$ cat src/rtl/core/sscs_pkg.sv
// Shared constants and types for the save sector check and slot select block.
package sscs_pkg;

  // Image layout
  localparam int unsigned SECTORS_PER_SLOT = 14;
  localparam int unsigned SLOT_COUNT       = 2;
  localparam int unsigned WORDS_PER_SECTOR = 1024;

  localparam int unsigned WordIdxW = $clog2(WORDS_PER_SECTOR);
  localparam int unsigned SecW     = (SECTORS_PER_SLOT > 1) ? $clog2(SECTORS_PER_SLOT) : 1;
  localparam int unsigned SlotW    = (SLOT_COUNT > 1) ? $clog2(SLOT_COUNT) : 1;

  // Word positions inside a sector
  localparam logic [WordIdxW-1:0] DataWords  = WordIdxW'(992);
  localparam logic [WordIdxW-1:0] IdChkWord  = WordIdxW'(1021);
  localparam logic [WordIdxW-1:0] SigWord    = WordIdxW'(1022);
  localparam logic [WordIdxW-1:0] CntWord    = WordIdxW'(1023);

  localparam logic [31:0] SigReset = 32'h0801_2025;

  // Per-sector summary handed from front to back
  typedef struct packed {
    logic              first;      // first sector of an image
    logic              slot_end;   // last sector of its slot
    logic              done;       // last sector of the image
    logic [SlotW-1:0]  slot;
    logic              sig_ok;
    logic [15:0]       chk;        // folded computed checksum
    logic [15:0]       stored;     // stored checksum from the footer
    logic [15:0]       id;
    logic [31:0]       cnt;        // save counter word
  } rec_t;

  // One result word
  typedef struct packed {
    logic        sector_valid;
    logic [15:0] sector_id;
    logic [15:0] computed_checksum;
    logic        image_done;
    logic        image_ok;
    logic        best_slot;
    logic [31:0] best_counter;
  } res_t;

endpackage

$ cat src/rtl/core/sscs_front.sv
// Front end: counts words, sums sector data, captures the footer per sector.
module sscs_front (
  input  logic                clk_i,
  input  logic                rst_ni,
  input  logic                accept_i,
  input  logic                start_req_i,
  input  logic [31:0]         word_i,
  input  logic                cfg_valid_i,
  input  logic [31:0]         cfg_data_i,
  output logic                rec_push_o,
  output sscs_pkg::rec_t      rec_o
);

  logic [sscs_pkg::WordIdxW-1:0] wi_q, wi_d, eff_wi;
  logic [31:0]                   sum_q, sum_d, eff_sum;
  logic [31:0]                   foot_q, foot_d, eff_foot;
  logic                          sig_q, sig_d, eff_sig;
  logic [sscs_pkg::SecW-1:0]     sec_q, sec_d, eff_sec;
  logic [sscs_pkg::SlotW-1:0]    slot_q, slot_d, eff_slot;
  logic                          fin_q, fin_d;
  logic [31:0]                   sig_val_q;
  logic                          proc;
  logic                          slot_end, done;

  // Signature register
  always_ff @(posedge clk_i or negedge rst_ni) begin
    if (!rst_ni) begin
      sig_val_q <= sscs_pkg::SigReset;
    end else if (cfg_valid_i) begin
      sig_val_q <= cfg_data_i;
    end
  end

  // A start word sees cleared tracking
  always_comb begin
    eff_wi   = start_req_i ? '0 : wi_q;
    eff_sum  = start_req_i ? '0 : sum_q;
    eff_foot = start_req_i ? '0 : foot_q;
    eff_sig  = start_req_i ? 1'b0 : sig_q;
    eff_sec  = start_req_i ? '0 : sec_q;
    eff_slot = start_req_i ? '0 : slot_q;
  end

  assign proc     = accept_i && (start_req_i || !fin_q);
  assign slot_end = (eff_sec == sscs_pkg::SecW'(sscs_pkg::SECTORS_PER_SLOT - 1));
  assign done     = slot_end && (eff_slot == sscs_pkg::SlotW'(sscs_pkg::SLOT_COUNT - 1));

  // Word processing
  always_comb begin
    wi_d       = wi_q;
    sum_d      = sum_q;
    foot_d     = foot_q;
    sig_d      = sig_q;
    sec_d      = sec_q;
    slot_d     = slot_q;
    fin_d      = fin_q;
    rec_push_o = 1'b0;
    if (proc) begin
      wi_d   = eff_wi + 1'b1;
      sum_d  = (eff_wi < sscs_pkg::DataWords) ? eff_sum + word_i : eff_sum;
      foot_d = (eff_wi == sscs_pkg::IdChkWord) ? word_i : eff_foot;
      sig_d  = (eff_wi == sscs_pkg::SigWord) ? (word_i == sig_val_q) : eff_sig;
      sec_d  = eff_sec;
      slot_d = eff_slot;
      fin_d  = 1'b0;
      if (eff_wi == sscs_pkg::CntWord) begin
        rec_push_o = 1'b1;
        sum_d      = '0;
        foot_d     = '0;
        sig_d      = 1'b0;
        if (done) begin
          fin_d = 1'b1;
        end else if (slot_end) begin
          sec_d  = '0;
          slot_d = eff_slot + 1'b1;
        end else begin
          sec_d = eff_sec + 1'b1;
        end
      end
    end
  end

  // Sector summary
  always_comb begin
    rec_o.first    = (eff_sec == '0) && (eff_slot == '0);
    rec_o.slot_end = slot_end;
    rec_o.done     = done;
    rec_o.slot     = eff_slot;
    rec_o.sig_ok   = eff_sig;
    rec_o.chk      = eff_sum[31:16] + eff_sum[15:0];
    rec_o.stored   = eff_foot[31:16];
    rec_o.id       = eff_foot[15:0];
    rec_o.cnt      = word_i;
  end

  always_ff @(posedge clk_i or negedge rst_ni) begin
    if (!rst_ni) begin
      wi_q   <= '0;
      sum_q  <= '0;
      foot_q <= '0;
      sig_q  <= 1'b0;
      sec_q  <= '0;
      slot_q <= '0;
      fin_q  <= 1'b0;
    end else begin
      wi_q   <= wi_d;
      sum_q  <= sum_d;
      foot_q <= foot_d;
      sig_q  <= sig_d;
      sec_q  <= sec_d;
      slot_q <= slot_d;
      fin_q  <= fin_d;
    end
  end

endmodule

$ cat src/rtl/core/sscs_rec_fifo.sv
// Two-entry queue of sector summaries between front and back.
module sscs_rec_fifo (
  input  logic           clk_i,
  input  logic           rst_ni,
  input  logic           push_i,
  input  sscs_pkg::rec_t rec_i,
  output logic           full_o,
  input  logic           pop_i,
  output sscs_pkg::rec_t rec_o,
  output logic           empty_o
);

  sscs_pkg::rec_t mem_q [2];
  logic           wr_q, rd_q;
  logic [1:0]     cnt_q;
  logic           do_push, do_pop;

  assign full_o  = (cnt_q == 2'd2);
  assign empty_o = (cnt_q == 2'd0);
  assign do_push = push_i && !full_o;
  assign do_pop  = pop_i && !empty_o;
  assign rec_o   = mem_q[rd_q];

  // Storage
  always_ff @(posedge clk_i) begin
    if (do_push) begin
      mem_q[wr_q] <= rec_i;
    end
  end

  // Pointers and fill count
  always_ff @(posedge clk_i or negedge rst_ni) begin
    if (!rst_ni) begin
      wr_q  <= 1'b0;
      rd_q  <= 1'b0;
      cnt_q <= 2'd0;
    end else begin
      if (do_push) wr_q <= ~wr_q;
      if (do_pop)  rd_q <= ~rd_q;
      cnt_q <= cnt_q + {1'b0, do_push} - {1'b0, do_pop};
    end
  end

endmodule

$ cat src/rtl/core/sscs_back.sv
// Back end: sector checks, slot completeness, slot choice and result queue.
module sscs_back (
  input  logic           clk_i,
  input  logic           rst_ni,
  input  logic           rec_empty_i,
  input  sscs_pkg::rec_t rec_i,
  output logic           rec_pop_o,
  input  logic           pop_i,
  output logic           empty_o,
  output sscs_pkg::res_t res_o
);

  logic [sscs_pkg::SECTORS_PER_SLOT-1:0] ids_q, ids_d, old_ids, ids_n;
  logic [31:0]                           cnt_q, cnt_d, old_cnt, cnt_n;
  logic                                  tk_q, tk_d, old_tk;
  logic                                  hb_q, hb_d, old_hb;
  logic [sscs_pkg::SlotW-1:0]            cs_q, cs_d, old_cs;
  logic [31:0]                           cc_q, cc_d, old_cc;
  logic                                  valid, take, upd;
  sscs_pkg::res_t                        res_n;

  sscs_pkg::res_t out_q [2];
  logic           owr_q, ord_q;
  logic [1:0]     ocnt_q;
  logic           opop;

  assign rec_pop_o = !rec_empty_i && (ocnt_q != 2'd2);

  // First sector of an image starts from cleared tracking
  always_comb begin
    old_ids = rec_i.first ? '0 : ids_q;
    old_cnt = rec_i.first ? '0 : cnt_q;
    old_tk  = rec_i.first ? 1'b0 : tk_q;
    old_hb  = rec_i.first ? 1'b0 : hb_q;
    old_cs  = rec_i.first ? '0 : cs_q;
    old_cc  = rec_i.first ? '0 : cc_q;
  end

  // Sector check and slot bookkeeping
  always_comb begin
    valid = rec_i.sig_ok && (rec_i.stored == rec_i.chk) &&
            (rec_i.id < 16'(sscs_pkg::SECTORS_PER_SLOT));
    for (int i = 0; i < sscs_pkg::SECTORS_PER_SLOT; i++) begin
      ids_n[i] = old_ids[i] || (valid && (rec_i.id == 16'(i)));
    end
    take  = valid && (rec_i.id == 16'(sscs_pkg::SECTORS_PER_SLOT - 1)) && !old_tk;
    cnt_n = take ? rec_i.cnt : old_cnt;
    upd   = rec_i.slot_end && (&ids_n) && (!old_hb || (cnt_n >= old_cc));
    hb_d  = old_hb || upd;
    cs_d  = upd ? rec_i.slot : old_cs;
    cc_d  = upd ? cnt_n : old_cc;
    ids_d = rec_i.slot_end ? '0 : ids_n;
    cnt_d = rec_i.slot_end ? '0 : cnt_n;
    tk_d  = rec_i.slot_end ? 1'b0 : (old_tk || take);
  end

  // Result word
  always_comb begin
    res_n.sector_valid      = valid;
    res_n.sector_id         = rec_i.id;
    res_n.computed_checksum = rec_i.chk;
    res_n.image_done        = rec_i.done;
    res_n.image_ok          = rec_i.done && hb_d;
    res_n.best_slot         = rec_i.done && hb_d && cs_d[0];
    res_n.best_counter      = (rec_i.done && hb_d) ? cc_d : '0;
  end

  always_ff @(posedge clk_i or negedge rst_ni) begin
    if (!rst_ni) begin
      ids_q <= '0;
      cnt_q <= '0;
      tk_q  <= 1'b0;
      hb_q  <= 1'b0;
      cs_q  <= '0;
      cc_q  <= '0;
    end else if (rec_pop_o) begin
      ids_q <= ids_d;
      cnt_q <= cnt_d;
      tk_q  <= tk_d;
      hb_q  <= hb_d;
      cs_q  <= cs_d;
      cc_q  <= cc_d;
    end
  end

  // Result queue
  assign empty_o = (ocnt_q == 2'd0);
  assign opop    = pop_i && !empty_o;
  assign res_o   = out_q[ord_q];

  always_ff @(posedge clk_i) begin
    if (rec_pop_o) begin
      out_q[owr_q] <= res_n;
    end
  end

  always_ff @(posedge clk_i or negedge rst_ni) begin
    if (!rst_ni) begin
      owr_q  <= 1'b0;
      ord_q  <= 1'b0;
      ocnt_q <= 2'd0;
    end else begin
      if (rec_pop_o) owr_q <= ~owr_q;
      if (opop)      ord_q <= ~ord_q;
      ocnt_q <= ocnt_q + {1'b0, rec_pop_o} - {1'b0, opop};
    end
  end

endmodule

$ cat src/rtl/core/save_sector_check_slot_select.sv
// Save image sector checker and slot selector, top level.
//
// Input queue side: push_i with start_req_i and word_i; a word is taken at
// a clock edge with push_i high and full_o low. start_req_i marks word 0 of
// a new image and clears all tracking. Each sector is 1024 words; one result
// word comes per sector, on its last word. After the final sector of the last
// slot, words are dropped until the next start.
// Result queue side: while empty_o is low the oldest result is on the output
// ports; pop_i takes it. Once the sector's last word is taken, its summary is
// registered in the summary queue and then its result in the result queue.
// Throughput: one word per cycle while full_o is low, set by the single
// 32-bit add of the data sum in the front end. Two sector summaries queue
// between front and back and two results queue at the output; full_o is high
// while the summary queue holds two, which it reaches only once the result queue is full.
// Configuration: cfg_valid_i writes cfg_data_i to the signature register;
// cfg_ready_o is always high. Write it only while the block is idle.
// Reset: the signature returns to its default, queues empty, and the block
// counts from word 0 of an image even without a start.
module save_sector_check_slot_select (
  input  logic        clk_i,
  input  logic        rst_ni,
  input  logic        push_i,
  output logic        full_o,
  input  logic        start_req_i,
  input  logic [31:0] word_i,
  output logic        empty_o,
  input  logic        pop_i,
  output logic        sector_valid_o,
  output logic [15:0] sector_id_o,
  output logic [15:0] computed_checksum_o,
  output logic        image_done_o,
  output logic        image_ok_o,
  output logic        best_slot_o,
  output logic [31:0] best_counter_o,
  input  logic        cfg_valid_i,
  output logic        cfg_ready_o,
  input  logic [31:0] cfg_data_i
);

  sscs_pkg::rec_t front_rec, back_rec;
  sscs_pkg::res_t res;
  logic           rec_push, rec_full, rec_pop, rec_empty;
  logic           accept;

  assign cfg_ready_o = 1'b1;
  assign full_o      = rec_full;
  assign accept      = push_i && !rec_full;

  sscs_front u_front (
    .clk_i       (clk_i),
    .rst_ni      (rst_ni),
    .accept_i    (accept),
    .start_req_i (start_req_i),
    .word_i      (word_i),
    .cfg_valid_i (cfg_valid_i),
    .cfg_data_i  (cfg_data_i),
    .rec_push_o  (rec_push),
    .rec_o       (front_rec)
  );

  sscs_rec_fifo u_rec_fifo (
    .clk_i   (clk_i),
    .rst_ni  (rst_ni),
    .push_i  (rec_push),
    .rec_i   (front_rec),
    .full_o  (rec_full),
    .pop_i   (rec_pop),
    .rec_o   (back_rec),
    .empty_o (rec_empty)
  );

  sscs_back u_back (
    .clk_i       (clk_i),
    .rst_ni      (rst_ni),
    .rec_empty_i (rec_empty),
    .rec_i       (back_rec),
    .rec_pop_o   (rec_pop),
    .pop_i       (pop_i),
    .empty_o     (empty_o),
    .res_o       (res)
  );

  // Result fields
  assign sector_valid_o      = res.sector_valid;
  assign sector_id_o         = res.sector_id;
  assign computed_checksum_o = res.computed_checksum;
  assign image_done_o        = res.image_done;
  assign image_ok_o          = res.image_ok;
  assign best_slot_o         = res.best_slot;
  assign best_counter_o      = res.best_counter;

endmodule

$ cat config.mk
export PLATFORM = sky130hd
export DESIGN_NAME = save_sector_check_slot_select
export DESIGN_NICKNAME = d
export VERILOG_FILES = /design/src/rtl/core/sscs_pkg.sv /design/src/rtl/core/sscs_front.sv /design/src/rtl/core/sscs_rec_fifo.sv /design/src/rtl/core/sscs_back.sv /design/src/rtl/core/save_sector_check_slot_select.sv
export SDC_FILE = /design/constraint.sdc
export NUM_CORES = 1
export LEC_CHECK = 0
export ABC_AREA = 1
export BUFFER_PORTS_ARGS = -buffer_cell sky130_fd_sc_hd__buf_2
export CAP_MARGIN = 30
export CORE_UTILIZATION = 60
export CTS_BUF_LIST = sky130_fd_sc_hd__clkbuf_2 sky130_fd_sc_hd__clkbuf_4 sky130_fd_sc_hd__clkbuf_8
export DETAILED_ROUTE_END_ITERATION = 12
export PLACE_DENSITY = 0.78
export SLEW_MARGIN = 15
export SYNTH_ARGS = -nofsm -noshare
export SYNTH_HDL_FRONTEND = slang
export SYNTH_HIERARCHICAL = 1
export SYNTH_SLANG_ARGS = --single-unit
$ cat constraint.sdc
create_clock -name clk_i -period 14.9 [get_ports clk_i]
set_input_delay 1.49 -clock clk_i [delete_from_list [all_inputs] [get_ports clk_i]]
set_output_delay 1.49 -clock clk_i [all_outputs]
set_load 0.1 [all_outputs]
Word-level counts from Yosys, hierarchy flattened
Memories as Yosys holds them, arrays and structs flattened.
Cells that the tools add are included.
{"block": "op_classes", "n_eq_ne": 21, "addsub": 9, "n_mux": 39, "reduce_logical": 58, "bitwise_logic": 5, "magnitude_cmp": 3}
{"operator": "2-to-1 mux 32 bit", "count": 12}
{"operator": "equality test 16 x 4 -> 1 bit (second input constant)", "count": 6}
{"operator": "equality test 16 x 3 -> 1 bit (second input constant)", "count": 4}
{"operator": "adder 32 bit", "count": 1}
{"operator": "equality test 16 x 2 -> 1 bit (second input constant)", "count": 2}
{"operator": "equality test 32 bit", "count": 1}
{"operator": ">= comparator 32 bit", "count": 1}
{"operator": "equality test 10 bit (second input constant)", "count": 3}
{"operator": "logical AND 1 bit", "count": 29}
{"operator": "2-to-1 mux 14 bit", "count": 2}
{"operator": "2-to-1 mux 1 bit", "count": 20}
{"operator": "logical OR 1 bit", "count": 18}
{"operator": "adder 16 bit", "count": 1}
{"operator": "equality test 16 x 1 -> 1 bit (second input constant)", "count": 1}
{"operator": "equality test 16 bit", "count": 1}
{"operator": "logical NOT 16 bit", "count": 1}
{"operator": "less-than comparator 16 x 4 -> 1 bit (second input constant)", "count": 1}
{"operator": "2-to-1 mux 4 bit", "count": 4}
{"operator": "AND reduction 14 bit", "count": 1}
{"operator": "adder 10 x 1 -> 10 bit (second input constant)", "count": 1}
{"operator": "less-than comparator 10 bit (second input constant)", "count": 1}
{"operator": "2-to-1 mux 10 bit", "count": 1}
{"operator": "logical NOT 1 bit", "count": 6}
{"operator": "NOT 1 bit", "count": 5}
{"operator": "9 further kinds", "count": 12}
{"block": "word_totals", "ramBits": 306, "memories": 2, "reg_bits": 202, "inputBits": 70}
{"memory": "u_rec_fifo.mem_q", "words": 2, "width": 85, "rd": 1, "rd_ports_with_merged_regs": 0, "wr": 1, "line_no": "sscs_rec_fifo.sv:13", "text": "sscs_pkg::rec_t mem_q [2];"}
{"memory": "u_back.out_q", "words": 2, "width": 68, "rd": 1, "rd_ports_with_merged_regs": 0, "wr": 1, "line_no": "sscs_back.sv:22", "text": "sscs_pkg::res_t out_q [2];"}

Logic depth before layout (Yosys ltp)
An unclocked memory read counts as a cell.
{"block": "logic_depth", "word_depth": 13, "mapped_depth": 38, "mapped_depth_nobuf": 33}

By module
Netlist, hierarchy kept.
{"mod": "sscs_back", "cells_each": 1265, "seq_area_each_um2": 6211.0, "n_inst": 1, "area_per_inst_um2": 10829.1}
{"mod": "sscs_front", "cells_each": 1539, "seq_area_each_um2": 2835.2, "n_inst": 1, "area_per_inst_um2": 9507.9}
{"mod": "sscs_rec_fifo", "cells_each": 478, "seq_area_each_um2": 5205.0, "n_inst": 1, "area_per_inst_um2": 6434.9}
{"mod": "save_sector_check_slot_select", "cells_each": 4, "seq_area_each_um2": 0.0, "n_inst": 1, "area_per_inst_um2": 21.3}

Worst setup path after synthesis
No wires, ideal clock.
{"block": "synth_path", "path_kind": "in2reg", "startpoint": "input port start_req_i", "endpoint": "memory u_rec_fifo/mem_q[1][0] (netlist bit), enable pin", "stages": 12, "setup_time_ps": 529, "t_arrival_ps": 6717, "slack_ps": 7654, "path_cell_list": "buf_2 -> buf_1 -> clkbuf_1 -> buf_2 -> nor2_1 -> ha_1 -> nand2_1 -> nor2_1 -> nand2_1 -> nor2_1 -> nand2_1 -> nor2_1"}
{"block": "synth_via", "elab_chain_len": 7, "word_cells_on_any_way": 9, "cone_classes": "eq/ne (1); mux (5); reduce/logical (3)"}
{"item": "from (decl)", "line_no": "save_sector_check_slot_select.sv:24", "text": "input logic start_req_i,"}
{"item": "2-to-1 mux 10 bit", "line_no": "sscs_front.sv:36", "text": "eff_wi = start_req_i ? '0 : wi_q;"}
{"item": "equality test 10 bit", "line_no": "sscs_front.sv:66", "text": "if (eff_wi == sscs_pkg::CntWord) begin"}
{"item": "2-to-1 mux 1 bit", "line_no": "sscs_front.sv:66"}
{"item": "2-to-1 mux 1 bit *", "line_no": "sscs_front.sv:58", "text": "if (proc) begin"}
{"item": "named net rec_push", "line_no": "save_sector_check_slot_select.sv:42", "text": "logic rec_push, rec_full, rec_pop, rec_empty;"}
{"item": "logical AND 1 bit *", "line_no": "sscs_rec_fifo.sv:20", "text": "assign do_push = push_i && !full_o;"}
{"item": "2-to-1 mux 1 bit *", "line_no": "sscs_rec_fifo.sv:26", "text": "if (do_push) begin"}
{"item": "2-to-1 mux 1 bit (implied by the code) *", "line_no": "sscs_rec_fifo.sv:27", "text": "mem_q[wr_q] <= rec_i;"}
{"item": "to (decl)", "line_no": "sscs_rec_fifo.sv:13"}
Mark *: on every way through the listed nets, which the timed path passes. The rest lies on a longest branch.

==> key figures <==
Synthesis
  – Synth Flop Type: edfxtp_1
  – Post-synthesis cell type count: 54
  – Avg Inst Size Synth: 8.15 um^2
  – Number of synthesized flops with an enable pin: 306
  – Area leader, netlist: edfxtp_1
  – Synth top area cells: edfxtp_1 34%, dfrtp_1 18%, nand2_1 18%
  – Area share of the largest cell type after synthesis: 0.343
  – FF+latch count, synth: 508
  – Synthesis Warnings: 6
  – Syn Std Cell Area: 26,800 um^2
  – Async S/R FF share, synth: 0.398
  – Syn Inst Count: 3,286
  – Seq/Total Area, Yosys: 0.532
  – Net count after synthesis: 3,405

Finish
  – Final #Nets: 3,498
  – Footprint of the multi-input gates: 10,300 um^2
  – FF+latch area: 14,300 um^2
  – N_diodes: 0
  – Synth-to-Final Area Change: 9.85%
  – Layout fillers: 3,677
  – Share of layout cells above drive strength 1: 0.112
  – Layout Utilization: 0.667

Timing
  – Clock Skew: 0.0370 ns
  – Final setup viols: 0
  – Normalized max-slew margin: 0.387
  – Setup_tns: 0 ns
  – Fmax: 150 MHz
  – Max Slew Vio Count: 0
  – Post-route clock period utilization: 0.448
  – Min Clock Period, post-route: 6.68 ns
  – Worst-Margin Slew: 0.919 ns
  – Hold Fails Final Rpt: 0
  – RSZ-0062 raised after global routing: no

Run status
  – Status: finished clean

Setup path
  – WP data required: 15.29 ns
  – Largest stage delay, worst path: 0.70 ns
  – Critical-path top delay cell: buf_4
  – Setup crit end kind: register
  – Crit path max fanout: 86
  – Critical path class: register to register
  – WP data arrival: 7.07 ns
  – Cell mode on critical path: nand2_1
  – Largest delay contributor family on the critical path: simple AND/OR/NAND/NOR gates
  – R2r setup slk: 8.22 ns
  – Crit path buffers/inverters: 7
  – Worst setup SP type: register

Placement
  – DP Wirelength: 56,600 um
  – Port Buffers: 139
  – Gpl congestion: 1.03

Route
  – Routed Antenna Nets: 0
  – DR iter-0 viols: 2,785
  – # DRC: 0
  – Vias per cell: 5.61
  – Wirelength, routed: 78,800 um
  – Routed len/inst: 19.5 um
  – Drt pass-1 iters: 9
  – Vias: 22,700

GRT
  – Antenna violations before repair: 0
  – Largest net degree at the start of global routing: 98
  – Global route total overflow: 0
  – Vias in the first global route: 21,000
  – Global-route wire length before repair: 119,000 um
  – Total Routing Usage GR: 0.349

Clocking
  – Post-CTS Setup Repair Bufs: 0
  – Post-CTS Resized: 0
  – CTS root buf: clkbuf_8
  – CTS sink cnt: 508
  – CTS H-tree lvls: 3
  – CTS max path bufs: 3
  – # hold bufs at CTS: 0
  – CTS buffer count: 83
  – Worst-path clk slew: 0.06 ns
  – Clk Latency, worst-skew pair: 0.68 ns
  – CTS tree: done

Die
  – Die footprint: 45,500 um^2
  – Chip Height: 213 um
  – Chip width: 213 um
  – I/O Pins: 141
  – Initial core utilization: 0.607
  – Num rows: 77
  – CORE AREA: 44,100 um^2

Pwr
  – Clk network pwr share: 0.308
  – Psw: 1670 uW
  – Sw frac: 0.405
  – Max VDD drop: 244 uV
  – Lkg Pwr: 0.0138 uW
  – Logic gate share of total power: 0.311
  – Total internal power: 2450 uW
  – Reg power frac: 0.381
  – PD cells: 140 nW/um^2

Worst hold path
  – Hold crit path type: register to register

Flow run
  – MaxCap Viol Count: 0
kinds of logic (layout without fill, tap and decap cells):
family          after synthesis  after routing  share of synthesized area
buf+inv                     531            695                     0.0846
fa+ha+maj                    49             49                     0.0229
simple gates               1802           1802                      0.270
other cells                   1              1                   0.000140
compound gates              326            326                     0.0662
mux                          19             19                    0.00799
xor+xnor                     50             50                     0.0163
flops                       508            508                      0.532
cells in the final DEF (no fill, tap or decap), types with 9 or more instances in the layout:
cell type	count
inv_2	11
nor3_1	16
o21ai_0	183
mux2_2	19
a21oi_1	68
buf_2	138
nor2_1	242
ha_1	49
clkinv_1	14
nand4_1	18
xor2_1	22
dfrtp_1	194
nor2_2	12
clkbuf_8	91
nand3_1	205
nand2_1	1278
o22ai_1	26
buf_4	23
edfxtp_1	306
clkbuf_4	37
o21ai_1	12
xnor2_1	28
clkinv_2	9
inv_1	358
final timing paths:
path / end / start / depth (start not counted)
max in group asynchronous: u_front/sum_q[13]$_DFFE_PN0P_ / rst_ni / 3
hold reg to reg: u_front/sum_q[25]$_DFFE_PN0P_ / u_front/sum_q[25]$_DFFE_PN0P_ / 2
hold / removal: u_front/sum_q[25]$_DFFE_PN0P_ / u_front/sum_q[25]$_DFFE_PN0P_ / 2
setup / recovery: u_back/out_q[1][21]$_DFFE_PP_ / u_rec_fifo/rd_q$_DFFE_PN0P_ / 28
min in group asynchronous: u_back/cc_q[19]$_DFFE_PN0P_ / rst_ni / 1
setup reg to reg: u_back/out_q[1][21]$_DFFE_PP_ / u_rec_fifo/rd_q$_DFFE_PN0P_ / 28
synthesized netlist by cell type, types with 4 or more instances:
| cell | n |
|---|---|
| o21a_1 | 4 |
| nand4_1 | 18 |
| xnor2_1 | 28 |
| o21ai_0 | 183 |
| nor2_1 | 245 |
| a211oi_1 | 4 |
| clkbuf_1 | 73 |
| ha_1 | 49 |
| buf_6 | 11 |
| inv_1 | 360 |
| and2_1 | 4 |
| edfxtp_1 | 306 |
| xor2_1 | 22 |
| buf_4 | 43 |
| nand2_2 | 5 |
| dfrtp_1 | 196 |
| nor3_1 | 16 |
| nor4_1 | 4 |
| o21bai_1 | 4 |
| mux2_2 | 19 |
| buf_1 | 10 |
| inv_2 | 9 |
| o22ai_1 | 26 |
| a21oi_1 | 69 |
| o2111ai_1 | 6 |
| nor2_2 | 12 |
| buf_2 | 21 |
| o211ai_1 | 5 |
| nand3_1 | 206 |
| o21ai_1 | 12 |
| dfstp_2 | 6 |
| nand2_1 | 1278 |
tightest hold or removal path, stage by stage (launching register included):
cell and delay, ns:
dfrtp_1 0.34, nand2_1 0.05, nand2_1 0.06
per-layer routing:
layer | part of all wire | up-vias | track usage
met5 | 0 | - | 0
met4 | 0.045 | 0 | 0.163
met3 | 0.091 | 170 | 0.0569
met2 | 0.45 | 1185 | 0.533
met1 | 0.42 | 10600 | 0.490
li1 | - | 10700 | -
through the flow:
| step | setup slack (ns) | total power, uW | std cells | instance area, um^2 | hold slack [ns] |
|---|---|---|---|---|---|
| 2_1_floorplan | 7.65 | 2590 | 3286 | 26800 | 0.442 |
| 3_3_place_gp | 8.25 | 2860 | 3882 | 27600 | 0.453 |
| 3_5_place_dp | 8.41 | 2870 | 3885 | 27700 | 0.465 |
| 4_1_cts | 8.39 | 4120 | 4041 | 29400 | 0.482 |
| 5_1_grt | 7.77 | 4280 | 4042 | 29400 | 0.500 |
| 6_report | 8.22 | 4120 | 4042 | 29400 | 0.481 |
sequential cells by signal, indices dropped and copies added (netlist names), 14 cells and up:
name               flops
u_front/foot_q        32
u_back/ids_q          14
u_back/out_q         136
u_front/sig_val_q     32
u_back/cc_q           32
u_front/sum_q         32
u_rec_fifo/mem_q     170
u_back/cnt_q          32
cell type report:
cell class	count	area share
multi-input cells	2247	0.350
well taps	592	0.0252
repair buffers	166	0.0333
inverters	373	0.0477
flip-flops and latches	508	0.484
clock buffers	127	0.0515
clock inverters	29	0.00757
power groups by stage:
stage | combinational, uW | clock (uW) | sequential, uW
after floorplan | 1010 | 0 | 1580
after global placement | 1260 | 0 | 1590
after detailed placement | 1270 | 0 | 1590
after CTS | 1280 | 1280 | 1570
after global routing | 1360 | 1340 | 1570
final | 1280 | 1270 | 1570
Note: power is estimated with default switching activity, not from simulation.
